<file path="src/rtl/cls_pkg.sv">
// Shared widths, register indexes and coil coding for the cord length stepper drive.
`default_nettype none
package cls_pkg;
  localparam int unsigned COORD_W  = 16;                 // target and config field width
  localparam int unsigned POS_W    = COORD_W + 2;        // signed sum of target and offset
  localparam int unsigned MAG_W    = COORD_W + 1;        // magnitude of a signed position
  localparam int unsigned SQ_W     = 2 * MAG_W;          // one square
  localparam int unsigned ROOT_W   = MAG_W + 1;          // root of a sum of two squares
  localparam int unsigned STEP_W   = 19;
  localparam int unsigned LEN_W    = 18;
  localparam int unsigned COIL_W   = 4;
  localparam int unsigned LENGTH_BITS_DEF = 18;

  localparam int unsigned CFG_IDX_W = 2;
  localparam logic [CFG_IDX_W-1:0] REG_ORIGIN_X    = 2'd0;
  localparam logic [CFG_IDX_W-1:0] REG_ORIGIN_Y    = 2'd1;
  localparam logic [CFG_IDX_W-1:0] REG_BASE_LENGTH = 2'd2;

  typedef logic [1:0] phase_t;
  typedef logic [COIL_W-1:0] coils_t;

  // phase 0..3 drive coils 1, 4, 2, 8
  function automatic coils_t coils_of(input phase_t ph);
    coils_t c;
    unique case (ph)
      2'd0: c = 4'b0001;
      2'd1: c = 4'b0100;
      2'd2: c = 4'b0010;
      2'd3: c = 4'b1000;
      default: c = 4'b0001;
    endcase
    return c;
  endfunction
endpackage
`default_nettype wire

</file>
<file path="src/rtl/cls_if.sv">
// Valid/ready channel interfaces for target points and step results.
`default_nettype none
interface cls_in_if;
  logic                                 valid;
  logic                                 ready;
  logic signed [cls_pkg::COORD_W-1:0]   target_x;
  logic signed [cls_pkg::COORD_W-1:0]   target_y;
  modport source (output valid, target_x, target_y, input ready);
  modport sink   (input valid, target_x, target_y, output ready);
endinterface

interface cls_out_if;
  logic                                 valid;
  logic                                 ready;
  logic signed [cls_pkg::STEP_W-1:0]    left_steps;
  logic signed [cls_pkg::STEP_W-1:0]    right_steps;
  logic        [cls_pkg::LEN_W-1:0]     left_length;
  logic        [cls_pkg::LEN_W-1:0]     right_length;
  logic        [cls_pkg::COIL_W-1:0]    left_coils;
  logic        [cls_pkg::COIL_W-1:0]    right_coils;
  modport source (output valid, left_steps, right_steps, left_length, right_length,
                  left_coils, right_coils, input ready);
  modport sink   (input valid, left_steps, right_steps, left_length, right_length,
                  left_coils, right_coils, output ready);
endinterface
`default_nettype wire

</file>
<file path="src/rtl/cls_isqrt.sv">
// Bit-serial floor square root, one root bit per cycle.
`default_nettype none
module cls_isqrt #(
  parameter int unsigned ROOT_W = cls_pkg::ROOT_W
) (
  input  wire logic                  clk,
  input  wire logic                  rst_n,
  input  wire logic                  start,
  input  wire logic [2*ROOT_W-1:0]   radicand,
  output logic                       done,
  output logic [ROOT_W-1:0]          root
);
  import cls_pkg::*;

  localparam int unsigned RAD_W = 2 * ROOT_W;
  localparam int unsigned REM_W = ROOT_W + 2;
  localparam int unsigned CNT_W = (ROOT_W > 1) ? $clog2(ROOT_W) : 1;

  logic             busy_r, busy_nxt;
  logic             done_r, done_nxt;
  logic [CNT_W-1:0] cnt_r, cnt_nxt;
  logic [RAD_W-1:0] rad_r, rad_nxt;
  logic [REM_W-1:0] rem_r, rem_nxt;
  logic [ROOT_W-1:0] root_r, root_nxt;

  logic [REM_W-1:0] rem_sh, trial;

  // remainder below 2^ROOT_W before each step, so the shifted value fits
  assign rem_sh = {rem_r[ROOT_W-1:0], rad_r[RAD_W-1 -: 2]};
  assign trial  = {root_r, 2'b01};

  always_comb begin
    busy_nxt = busy_r;
    done_nxt = 1'b0;
    cnt_nxt  = cnt_r;
    rad_nxt  = rad_r;
    rem_nxt  = rem_r;
    root_nxt = root_r;
    if (start) begin
      busy_nxt = 1'b1;
      cnt_nxt  = CNT_W'(ROOT_W - 1);
      rad_nxt  = radicand;
      rem_nxt  = '0;
      root_nxt = '0;
    end else if (busy_r) begin
      rad_nxt = {rad_r[RAD_W-3:0], 2'b00};
      if (rem_sh >= trial) begin
        rem_nxt  = rem_sh - trial;
        root_nxt = {root_r[ROOT_W-2:0], 1'b1};
      end else begin
        rem_nxt  = rem_sh;
        root_nxt = {root_r[ROOT_W-2:0], 1'b0};
      end
      if (cnt_r == '0) begin
        busy_nxt = 1'b0;
        done_nxt = 1'b1;
      end else begin
        cnt_nxt = cnt_r - 1'b1;
      end
    end
  end

  always_ff @(posedge clk) begin
    if (!rst_n) begin
      busy_r <= 1'b0;
      done_r <= 1'b0;
      cnt_r  <= '0;
    end else begin
      busy_r <= busy_nxt;
      done_r <= done_nxt;
      cnt_r  <= cnt_nxt;
    end
    rad_r  <= rad_nxt;
    rem_r  <= rem_nxt;
    root_r <= root_nxt;
  end

  assign done = done_r;
  assign root = root_r;
endmodule
`default_nettype wire

</file>
<file path="src/rtl/cord_length_stepper_drive.sv">
// Top level: target point to cord lengths, step counts and coil patterns.
//
//   channel  dir  handshake          payload
//   in_ch    in   valid/ready        target_x, target_y
//   out_ch   out  valid/ready        left/right steps, lengths, coils
//   cfg_*    in   cfg_we only        cfg_index, cfg_data
//
// Each item goes from its transfer to the next ready through the transfer cycle,
// magnitudes and the first two squares on one shared 17x17 multiplier,
// a pass per cord through the root unit (start, 18 root bits, done; the left start
// also takes the last square), and the commit, which waits for a free output register.
// in_ch.ready is high only while no item is in work; a result waiting in the
// output register does not block acceptance, only the final commit.
// rst_n is synchronous; it clears cords, phases, control and config registers.
`default_nettype none
module cord_length_stepper_drive #(
  parameter int unsigned LENGTH_BITS = cls_pkg::LENGTH_BITS_DEF
) (
  input  wire logic                              clk,
  input  wire logic                              rst_n,
  cls_in_if.sink                                 in_ch,
  cls_out_if.source                              out_ch,
  input  wire logic                              cfg_we,
  input  wire logic [cls_pkg::CFG_IDX_W-1:0]     cfg_index,
  input  wire logic [cls_pkg::COORD_W-1:0]       cfg_data
);
  import cls_pkg::*;

  localparam int unsigned CW = (LENGTH_BITS > ROOT_W) ? LENGTH_BITS : ROOT_W;

  localparam logic [3:0] S_IDLE = 4'd0;
  localparam logic [3:0] S_ABS  = 4'd1;
  localparam logic [3:0] S_MY   = 4'd2;
  localparam logic [3:0] S_MX   = 4'd3;
  localparam logic [3:0] S_SL   = 4'd4;
  localparam logic [3:0] S_WL   = 4'd5;
  localparam logic [3:0] S_SR   = 4'd6;
  localparam logic [3:0] S_WR   = 4'd7;
  localparam logic [3:0] S_FIN  = 4'd8;

  logic [3:0] state_r, state_nxt;

  logic [COORD_W-1:0] origin_x_r, origin_y_r, base_length_r;

  logic signed [POS_W-1:0] x_r, y_r;
  logic [MAG_W-1:0]        ax_r, ay_r, axr_r;
  logic [SQ_W-1:0]         prod_r, sqy_r;
  logic [ROOT_W-1:0]       lroot_r;

  logic [LENGTH_BITS-1:0]  left_cord_r, right_cord_r;
  phase_t                  left_phase_r, right_phase_r;

  logic                    out_valid_r;
  logic [STEP_W-1:0]       left_steps_r, right_steps_r;
  logic [LEN_W-1:0]        left_length_r, right_length_r;
  coils_t                  left_coils_r, right_coils_r;

  logic                    in_xfer, commit;
  logic [MAG_W-1:0]        mul_a;
  logic [SQ_W-1:0]         mul_p;
  logic                    sq_start, sq_done;
  logic [2*ROOT_W-1:0]     sq_rad;
  logic [ROOT_W-1:0]       sq_root;

  logic signed [POS_W-1:0] x_sum, y_sum, xr_diff;
  logic [POS_W-1:0]        x_abs, y_abs, xr_abs;

  logic [CW-1:0]           lim, l_ext, r_ext, l_new, r_new;
  logic [CW:0]             dl, dr;
  phase_t                  lph_nxt, rph_nxt;

  assign in_ch.ready = (state_r == S_IDLE);
  assign in_xfer     = in_ch.valid && in_ch.ready;
  assign commit      = (state_r == S_FIN) && (!out_valid_r || out_ch.ready);

  // offset add on the accept cycle, magnitudes in the cycle after it
  assign x_sum   = POS_W'(in_ch.target_x) + $signed({2'b00, origin_x_r});
  assign y_sum   = POS_W'(in_ch.target_y) + $signed({2'b00, origin_y_r});
  assign xr_diff = $signed({2'b00, base_length_r}) - x_r;
  assign x_abs   = x_r[POS_W-1]     ? POS_W'(-x_r)     : POS_W'(x_r);
  assign y_abs   = y_r[POS_W-1]     ? POS_W'(-y_r)     : POS_W'(y_r);
  assign xr_abs  = xr_diff[POS_W-1] ? POS_W'(-xr_diff) : POS_W'(xr_diff);

  // shared squarer
  always_comb begin
    unique case (state_r)
      S_MY:    mul_a = ay_r;
      S_MX:    mul_a = ax_r;
      default: mul_a = axr_r;
    endcase
  end
  assign mul_p = mul_a * mul_a;

  assign sq_start = (state_r == S_SL) || (state_r == S_SR);
  assign sq_rad   = (2*ROOT_W)'(sqy_r) + (2*ROOT_W)'(prod_r);

  cls_isqrt #(.ROOT_W(ROOT_W)) u_isqrt (
    .clk      (clk),
    .rst_n    (rst_n),
    .start    (sq_start),
    .radicand (sq_rad),
    .done     (sq_done),
    .root     (sq_root)
  );

  // clamp to the cord width, then differences and phases
  assign lim   = CW'({LENGTH_BITS{1'b1}});
  assign l_ext = CW'(lroot_r);
  assign r_ext = CW'(sq_root);
  assign l_new = (l_ext > lim) ? lim : l_ext;
  assign r_new = (r_ext > lim) ? lim : r_ext;
  assign dl    = {1'b0, l_new} - {1'b0, CW'(left_cord_r)};
  assign dr    = {1'b0, r_new} - {1'b0, CW'(right_cord_r)};
  assign lph_nxt = left_phase_r + dl[1:0];
  assign rph_nxt = right_phase_r + dr[1:0];

  always_comb begin
    state_nxt = state_r;
    unique case (state_r)
      S_IDLE: if (in_xfer) state_nxt = S_ABS;
      S_ABS:  state_nxt = S_MY;
      S_MY:   state_nxt = S_MX;
      S_MX:   state_nxt = S_SL;
      S_SL:   state_nxt = S_WL;
      S_WL:   if (sq_done) state_nxt = S_SR;
      S_SR:   state_nxt = S_WR;
      S_WR:   if (sq_done) state_nxt = S_FIN;
      S_FIN:  if (commit) state_nxt = S_IDLE;
      default: state_nxt = S_IDLE;
    endcase
  end

  always_ff @(posedge clk) begin
    if (!rst_n) begin
      state_r       <= S_IDLE;
      origin_x_r    <= '0;
      origin_y_r    <= '0;
      base_length_r <= '0;
      left_cord_r   <= '0;
      right_cord_r  <= '0;
      left_phase_r  <= '0;
      right_phase_r <= '0;
      out_valid_r   <= 1'b0;
    end else begin
      state_r <= state_nxt;
      if (cfg_we) begin
        unique case (cfg_index)
          REG_ORIGIN_X:    origin_x_r    <= cfg_data;
          REG_ORIGIN_Y:    origin_y_r    <= cfg_data;
          REG_BASE_LENGTH: base_length_r <= cfg_data;
          default: ;
        endcase
      end
      if (commit) begin
        left_cord_r   <= l_new[LENGTH_BITS-1:0];
        right_cord_r  <= r_new[LENGTH_BITS-1:0];
        left_phase_r  <= lph_nxt;
        right_phase_r <= rph_nxt;
        out_valid_r   <= 1'b1;
      end else if (out_ch.ready) begin
        out_valid_r <= 1'b0;
      end
    end
  end

  always_ff @(posedge clk) begin
    if (in_xfer) begin
      x_r <= x_sum;
      y_r <= y_sum;
    end
    if (state_r == S_ABS) begin
      ax_r  <= x_abs[MAG_W-1:0];
      ay_r  <= y_abs[MAG_W-1:0];
      axr_r <= xr_abs[MAG_W-1:0];
    end
    if (state_r == S_MY || state_r == S_MX || state_r == S_SL) prod_r <= mul_p;
    if (state_r == S_MX) sqy_r <= prod_r;
    if (state_r == S_WL && sq_done) lroot_r <= sq_root;
    if (commit) begin
      left_steps_r   <= dl[STEP_W-1:0];
      right_steps_r  <= dr[STEP_W-1:0];
      left_length_r  <= l_new[LEN_W-1:0];
      right_length_r <= r_new[LEN_W-1:0];
      left_coils_r   <= coils_of(lph_nxt);
      right_coils_r  <= coils_of(rph_nxt);
    end
  end

  assign out_ch.valid        = out_valid_r;
  assign out_ch.left_steps   = left_steps_r;
  assign out_ch.right_steps  = right_steps_r;
  assign out_ch.left_length  = left_length_r;
  assign out_ch.right_length = right_length_r;
  assign out_ch.left_coils   = left_coils_r;
  assign out_ch.right_coils  = right_coils_r;
endmodule
`default_nettype wire

</file>
<file path="src/flat_wrapper.sv">
// flat-port wrapper written by rule: the top's interface ports become plain ports
module cord_length_stepper_drive_flat import cls_pkg::*;
#(
  parameter int unsigned LENGTH_BITS = cls_pkg::LENGTH_BITS_DEF
)
  (clk, rst_n, cfg_we, cfg_index, cfg_data, in_ch_valid, in_ch_target_x, in_ch_target_y, in_ch_ready, out_ch_valid, out_ch_left_steps, out_ch_right_steps, out_ch_left_length, out_ch_right_length, out_ch_left_coils, out_ch_right_coils, out_ch_ready);
  cls_in_if in_ch_i ();
  cls_out_if out_ch_i ();
  input  wire logic clk;
  input  wire logic rst_n;
  input  wire logic cfg_we;
  input  wire logic [cls_pkg::CFG_IDX_W-1:0] cfg_index;
  input  wire logic [cls_pkg::COORD_W-1:0] cfg_data;
  input wire logic [$bits(in_ch_i.valid)-1:0] in_ch_valid;
  input wire logic [$bits(in_ch_i.target_x)-1:0] in_ch_target_x;
  input wire logic [$bits(in_ch_i.target_y)-1:0] in_ch_target_y;
  output wire logic [$bits(in_ch_i.ready)-1:0] in_ch_ready;
  output wire logic [$bits(out_ch_i.valid)-1:0] out_ch_valid;
  output wire logic [$bits(out_ch_i.left_steps)-1:0] out_ch_left_steps;
  output wire logic [$bits(out_ch_i.right_steps)-1:0] out_ch_right_steps;
  output wire logic [$bits(out_ch_i.left_length)-1:0] out_ch_left_length;
  output wire logic [$bits(out_ch_i.right_length)-1:0] out_ch_right_length;
  output wire logic [$bits(out_ch_i.left_coils)-1:0] out_ch_left_coils;
  output wire logic [$bits(out_ch_i.right_coils)-1:0] out_ch_right_coils;
  input wire logic [$bits(out_ch_i.ready)-1:0] out_ch_ready;
  assign in_ch_i.valid = in_ch_valid;
  assign in_ch_i.target_x = in_ch_target_x;
  assign in_ch_i.target_y = in_ch_target_y;
  assign in_ch_ready = in_ch_i.ready;
  assign out_ch_valid = out_ch_i.valid;
  assign out_ch_left_steps = out_ch_i.left_steps;
  assign out_ch_right_steps = out_ch_i.right_steps;
  assign out_ch_left_length = out_ch_i.left_length;
  assign out_ch_right_length = out_ch_i.right_length;
  assign out_ch_left_coils = out_ch_i.left_coils;
  assign out_ch_right_coils = out_ch_i.right_coils;
  assign out_ch_i.ready = out_ch_ready;
  cord_length_stepper_drive #(.LENGTH_BITS(LENGTH_BITS)) u_core (.clk(clk), .rst_n(rst_n), .in_ch(in_ch_i), .out_ch(out_ch_i), .cfg_we(cfg_we), .cfg_index(cfg_index), .cfg_data(cfg_data));
endmodule
</file>
<file path="config.mk">
export PLATFORM = sky130hd
export DESIGN_NAME = cord_length_stepper_drive_flat
export DESIGN_NICKNAME = d
export VERILOG_FILES = /design/src/rtl/cls_pkg.sv /design/src/rtl/cls_if.sv /design/src/rtl/cls_isqrt.sv /design/src/rtl/cord_length_stepper_drive.sv /design/src/flat_wrapper.sv
export SDC_FILE = /design/constraint.sdc
export NUM_CORES = 1
export LEC_CHECK = 0
export CORE_MARGIN = 5
export CORE_UTILIZATION = 53
export DETAILED_ROUTE_END_ITERATION = 6
export DONT_BUFFER_PORTS = 1
export PLACE_DENSITY = 0.69
export SYNTH_ARGS = -nofsm -noshare
export SYNTH_HDL_FRONTEND = slang
export SYNTH_SLANG_ARGS = --single-unit
</file>
<file path="constraint.sdc">
create_clock -name clk -period 10.4 [get_ports clk]
set_clock_uncertainty 0.1 [all_clocks]
set_input_delay 2.08 -clock clk [delete_from_list [all_inputs] [get_ports clk]]
set_output_delay 2.08 -clock clk [all_outputs]
set_load 0.05 [all_outputs]
</file>
==> results of run 1 <==
-- layout make-up --
class / count / share of cell area, %
timing repair buffer: 19 / 0.439
multi-input combinational: 2063 / 51.9
tap: 756 / 2.91
clock buffer: 53 / 3.75
inverter: 414 / 4.79
sequential: 425 / 35.1
clock inverter: 33 / 1.17
-- how the worst max path moves through the flow --
stage	endpoint	depth (start not counted)	slack [ns]
final	u_core.prod_r[33]	25	1.52
after global routing	u_core.prod_r[33]	25	0.96
after CTS	u_core.prod_r[33]	25	1.65
after detailed placement	u_core.prod_r[33]	25	1.70
after global placement	u_core.prod_r[33]	25	1.85
after floorplan	u_core.prod_r[33]	27	2.98
-- critical path: cells and delay by family, from the launching register on --
family	cells	cell delay [ns]
adder cells (fa/ha/maj)	7	3.59
buffers and inverters	4	0.48
AND/OR/NAND/NOR	4	1.21
XOR/XNOR	1	0.09
AO/OA/AOI/OAI	9	2.55
flip-flops	1	0.58
-- sequential cells by signal, summed over array words and instances (netlist names), 5 cells and up --
register and count:
u_core.base_length_r 16, u_core.left_cord_r 18, u_core.out_ch.left_steps 19, u_core.x_r 18
u_core.origin_x_r 16, u_core.u_isqrt.root 18, u_core.ay_r 17, u_core.u_isqrt.rad_r 36
u_core.right_cord_r 18, u_core.out_ch.right_steps 19, u_core.axr_r 17, u_core.y_r 18
u_core.out_ch.right_length 18, u_core.u_isqrt.rem_r 18, u_core.out_ch.left_length 18, u_core.sqy_r 33
u_core.u_isqrt.cnt_r 5, u_core.l_ext 18, u_core.prod_r 33, u_core.ax_r 17
u_core.origin_y_r 16
-- per-layer routing --
layer,vias up,part of all wire [%]
li1,10100,-
met1,9883,44
met2,458,48
met3,127,5.1
met4,0,3.0
met5,-,0
-- per-stage QoR --
| step | hold slack [ns] | instances | setup slack (ns) | utilization (%) |
|---|---|---|---|---|
| CTS | 0.347 | 3763 | 1.65 | 57.5 |
| global placement | 0.338 | 3677 | 1.85 | 54.7 |
| finish | 0.342 | 3763 | 1.52 | 57.5 |
| global route | 0.372 | 3763 | 0.960 | 57.5 |
| detailed placement | 0.346 | 3677 | 1.70 | 54.7 |
| floorplan | 0.331 | 3020 | 2.98 | - |
-- kinds of logic (layout without fill, tap and decap cells) --
logic type	count (synthesis)	after routing	share of synthesized area (%)
AND/OR/NAND/NOR	819	819	12.1
multiplexers	52	52	1.73
flip-flops	425	425	37.7
AO/OA/AOI/OAI	543	543	12.4
buffers and inverters	532	519	6.69
XOR/XNOR	202	202	5.92
adder cells (fa/ha/maj)	447	447	23.4
-- cell usage after synthesis, drive strengths merged (4+ instances only) --
master / instances
a21boi: 99
nand3: 28
a21o: 49
nor2: 228
o211ai: 16
a31o: 5
nand2b: 30
edfxtp: 289
o21ai: 101
a41oi: 5
inv: 407
a211oi: 16
o21bai: 13
a211o: 4
o41ai: 7
clkbuf: 107
nand4: 11
mux2i: 51
nor2b: 23
o21a: 37
buf: 11
or2: 8
xor2: 45
nor4: 8
o311ai: 5
xnor2: 157
ha: 249
clkinv: 7
nand3b: 6
nand2: 357
o31ai: 24
nor3b: 5
fa: 198
and2: 15
dfxtp: 136
o2111ai: 4
or3: 19
a21oi: 118
nor4b: 5
nor3: 48
a31oi: 13
and3: 15
-- placed cells by master, fill, tap and decap left out, types with 18 or more instances in the layout --
master and count:
mux2i_1 51, xnor2_1 154, a21o_1 49, nand2b_1 30
dfxtp_1 135, nor2_1 227, ha_1 249, clkbuf_16 47
nor2b_1 23, xor2_1 45, a21boi_0 98, nor3_1 43
edfxtp_1 289, buf_4 19, inv_1 403, nand2_1 356
o21a_1 37, a21oi_1 111, o21ai_0 94, or3_1 18
nand3_1 28, fa_1 198, o31ai_1 18
==> results.sh, run 1 <==
export IMPL_critPathKind="flip-flop to flip-flop"
export IMPL_cap_violations=0
export IMPL_cts_resized=0
export IMPL_cts_setup_buffers=0
export IMPL_synth_top_area_cell="edfxtp_1"
export IMPL_clock_insertion_delay_worst_skew_ns=0.59
export IMPL_antenna_found_initial=1
export IMPL_cpMaxStageDelayCell="nor2_2"
export IMPL_reg2regPathDepth=25
export IMPL_dp_hpwl_microns=51400
export IMPL_worstPathArrival_ns=9.09
export IMPL_hold_depth=0
export IMPL_ys_seq_area_share_pct=37.7
export IMPL_end_kind="flip-flop"
export IMPL_whs_endpoint="u_core.sqy_r[5]"
export IMPL_hold_class="flip-flop to flip-flop"
export IMPL_gp_congestion=0.955
export IMPL_status="complete, no violations"
export IMPL_routed_wl_microns=66500
export IMPL_placementRows=87
export IMPL_synth_edff_count=289
export IMPL_grt_pass1_wl_microns=109000
export IMPL_io_buffers=0
export IMPL_die_area_sq_um=61900
export IMPL_io_pins=139
export IMPL_overflow=0
export IMPL_fmax_mhz=113
export IMPL_netlist_area_sq_um=30200
export IMPL_areaGrowthSynthToFinish_pct=7.47
export IMPL_async_flop_share_pct=0
export IMPL_setup_viol=0
export IMPL_wire_per_inst_microns=17.7
export IMPL_critical_path_max_stage_delay_ns=0.77
export IMPL_drive_gt1_share_pct=5.12
export IMPL_crit_path_frequent_cell="fa_1"
export IMPL_die_w_microns=249
export IMPL_fillCellCount=4775
export IMPL_synth_warnings=0
export IMPL_ys_ff_latch=425
export IMPL_yosys_top_cells_area="edfxtp_1, fa_1, ha_1"
export IMPL_grt_pass1_vias=20900
export IMPL_cts_buffers=46
export IMPL_cts_root_buf="clkbuf_16"
export IMPL_drt_iter0_markers=1098
export IMPL_vias=20500
export IMPL_track_usage_pct=21.2
export IMPL_min_period_over_period_pct=85.4
export IMPL_grt_max_degree=97
export IMPL_rsz0062_at_grt="no"
export IMPL_grtUsageMet2_pct=35.7
export IMPL_initial_core_util_pct=53.5
export IMPL_tightest_slew_ns=1.06
export IMPL_worstHoldStart="u_core.prod_r[5]"
export IMPL_rrSetupSlack_ns=1.52
export IMPL_yosysUniqueCellTypes=91
export IMPL_antennaDiodeCount=0
export IMPL_clock_path_buffers=3
export IMPL_setup_tns_final_ns=0
export IMPL_viasPerCell=5.45
export IMPL_cts_tree="built"
export IMPL_grt_use_met1_pct=28.3
export IMPL_dr_pass1_iters=5
export IMPL_final_seq_area_sq_um=11400
export IMPL_r2r_start="u_core.state_r[1]"
export IMPL_synth_top_flop_cell="edfxtp_1"
export IMPL_drtAntennaViolNets=0
export IMPL_fin_area_sq_um=32500
export IMPL_grtUsageMet3_pct=3.75
export IMPL_placed_cell_area_sq_um=30900
export IMPL_final_net_count=3471
export IMPL_layout_min_cycle_time_ns=8.88
export IMPL_cp_required_ns=10.61
export IMPL_top_usage_layer="met2"
export IMPL_slew_violations=0
export IMPL_syn_nets=3522
export IMPL_worstReg2RegEnd="u_core.prod_r[33]"
export IMPL_cts_hold_buffers=0
export IMPL_hold_viol_final=0
export IMPL_syn_mean_instance_area_sq_um=10.0
export IMPL_yosys_area_top_type_share_pct=28.7
export IMPL_h_tree_depth=2
export IMPL_core_area_sq_um=56500
export IMPL_cts_sinks=425
export IMPL_cp_max_fo=27
export IMPL_syn_instance_count=3020
export IMPL_crit_start="u_core.state_r[1]"
export IMPL_clkTransAtPathRegs_ns=0.06
export IMPL_timing_slew_headroom_pct=29.4
export IMPL_route_detailed_drc=0
export IMPL_cp_start_kind="flip-flop"
export IMPL_multi_input_area_sq_um=16900
export IMPL_chipHeight_microns=249
Power of run 1 is left out: the tool's default activity adds up to more than one toggle a clock period on the data nets, which glitch-free logic cannot reach.
==> run 2: changes to the inputs <==
PLACE_DENSITY = 0.7   (was 0.69)
clock period = 8 ns   (was 10.4 ns; I/O delays follow)
==> run 2 against run 1 <==
Cell area grew 0.64%. Worst hold slack improved by 0.019 ns. Global-route usage grew 0.50 points. Final cell count up 0.69%. Register-to-register slack got worse by 1.1 ns. Critical path depth up 3. Critical path type unchanged. Count of clock-buffer cells in the layout rose by 1. Via count rose by 1.1%. Highest routed layer unchanged. Critical endpoint unchanged. Maximum frequency increased by 17%. Sequential share of layout area decreased by 0.22 points. Core utilization grew 0.37 points. Sequential cell count unchanged.
==> results.sh, run 2 (synthesis gave the netlist of run 1 again) <==
export IMPL_largest_registers="u_core.u_isqrt.rad_r (36), u_core.prod_r (33), u_core.sqy_r (33)"
export IMPL_wire_per_inst_microns=17.9
export IMPL_cpMaxStageDelayCell="fa_1"
export IMPL_drive_gt1_share_pct=5.84
export IMPL_placementRows=87
export IMPL_fmax_mhz=131
export IMPL_core_area_sq_um=56500
export IMPL_largest_reg_flops=36
export IMPL_final_net_count=3496
export IMPL_final_common_cell="inv_1"
export IMPL_tightest_slew_ns=1.14
export IMPL_route_detailed_drc=0
export IMPL_routed_wl_microns=67700
export IMPL_final_seq_area_sq_um=11400
export IMPL_cap_violations=0
export IMPL_gp_congestion=0.913
export IMPL_die_w_microns=249
export IMPL_die_area_sq_um=61900
export IMPL_critical_path_max_stage_delay_ns=0.55
export IMPL_cts_root_buf="clkbuf_16"
export IMPL_hold_viol_final=0
export IMPL_setup_viol=0
export IMPL_worstPathArrival_ns=7.84
export IMPL_clock_insertion_delay_worst_skew_ns=0.59
export IMPL_dr_pass1_iters=5
export IMPL_overflow=0
export IMPL_vias=20800
export IMPL_status="complete, no violations"
export IMPL_clkTransAtPathRegs_ns=0.06
export IMPL_drtAntennaViolNets=0
export IMPL_grt_max_degree=97
export IMPL_hold_class="flip-flop to flip-flop"
export IMPL_h_tree_depth=2
export IMPL_crit_path_frequent_cell="fa_1"
export IMPL_grt_pass1_wl_microns=111000
export IMPL_slew_violations=0
export IMPL_critPathKind="flip-flop to flip-flop"
export IMPL_cts_buffers=46
export IMPL_layout_min_cycle_time_ns=7.61
export IMPL_initial_core_util_pct=53.5
export IMPL_multi_input_area_sq_um=16900
export IMPL_track_usage_pct=21.7
export IMPL_grt_pass1_vias=21200
export IMPL_dp_hpwl_microns=52700
export IMPL_viasPerCell=5.48
export IMPL_areaGrowthSynthToFinish_pct=8.15
export IMPL_cp_required_ns=8.23
export IMPL_io_buffers=0
export IMPL_layout_common_cells="inv_1, nand2_1, edfxtp_1, ha_1, nor2_1"
export IMPL_fillCellCount=4773
export IMPL_timing_slew_headroom_pct=24.0
export IMPL_largest_register="u_core.u_isqrt.rad_r"
export IMPL_end_kind="flip-flop"
export IMPL_antenna_found_initial=0
export IMPL_cp_start_kind="flip-flop"
export IMPL_clock_path_buffers=3
export IMPL_cts_sinks=425
export IMPL_io_pins=139
export IMPL_min_period_over_period_pct=95.2
export IMPL_drt_iter0_markers=1047
export IMPL_chipHeight_microns=249
export IMPL_cts_tree="built"
export IMPL_fin_util_pct=57.9
export IMPL_cp_max_fo=26
run 2: final cells by class:
class	instances	area share, %
Inverter	414	4.76
Multi-Input combinational cell	2063	51.6
Timing Repair Buffer	44	1.09
Clock inverter	32	1.15
Antenna cell	1	0.00765
Clock buffer	54	3.68
Sequential cell	425	34.9
Tap cell	756	2.89
run 2: critical path: cells and delay by family, from the launching register on:
kind	cells	cell delay, ns
adder cells (fa/ha/maj)	7	3.34
AO/OA/AOI/OAI	9	1.99
AND/OR/NAND/NOR	4	0.76
buffers and inverters	7	0.76
flip-flops	1	0.31
XOR/XNOR	1	0.08
run 2: repair_timing:
item / CTS / global route
endpoints found under the setup margin: 0 / 7
gates resized for setup: 0 / 3
setup buffers: 0 / 1
hold buffers: 0 / 0
run 2: through the flow:
step	instance area [sq um]	setup slack, ns	cells	setup TNS, ns	hold slack (ns)
after floorplan	30200	0.580	3020	0	0.331
after CTS	32700	0.202	3787	0	0.362
final	32700	0.386	3789	0	0.361
after detailed placement	31100	0.193	3701	0	0.346
after global routing	32700	-0.00421	3788	-0.00421	0.374
after global placement	31100	0.310	3701	0	0.340
run 2: final timing paths:
path / start / to / slack, ns / cells after the start
max: u_core.state_r[2] / u_core.prod_r[33] / 0.39 / 28
min: u_core.prod_r[32] / u_core.sqy_r[32] / 0.36 / 0
max reg2reg: u_core.state_r[2] / u_core.prod_r[33] / 0.39 / 28
min reg2reg: u_core.prod_r[32] / u_core.sqy_r[32] / 0.36 / 0
run 2: layer usage:
metal,vias to the layer above,GRT usage [%],wire length [microns]
met2,443,36.5,32200
met1,10100,29.0,29900
met4,0,6.83,2260
met3,131,3.42,3270
met5,-,0,0
li1,10100,-,-
Power of run 2 is left out for the same reason.
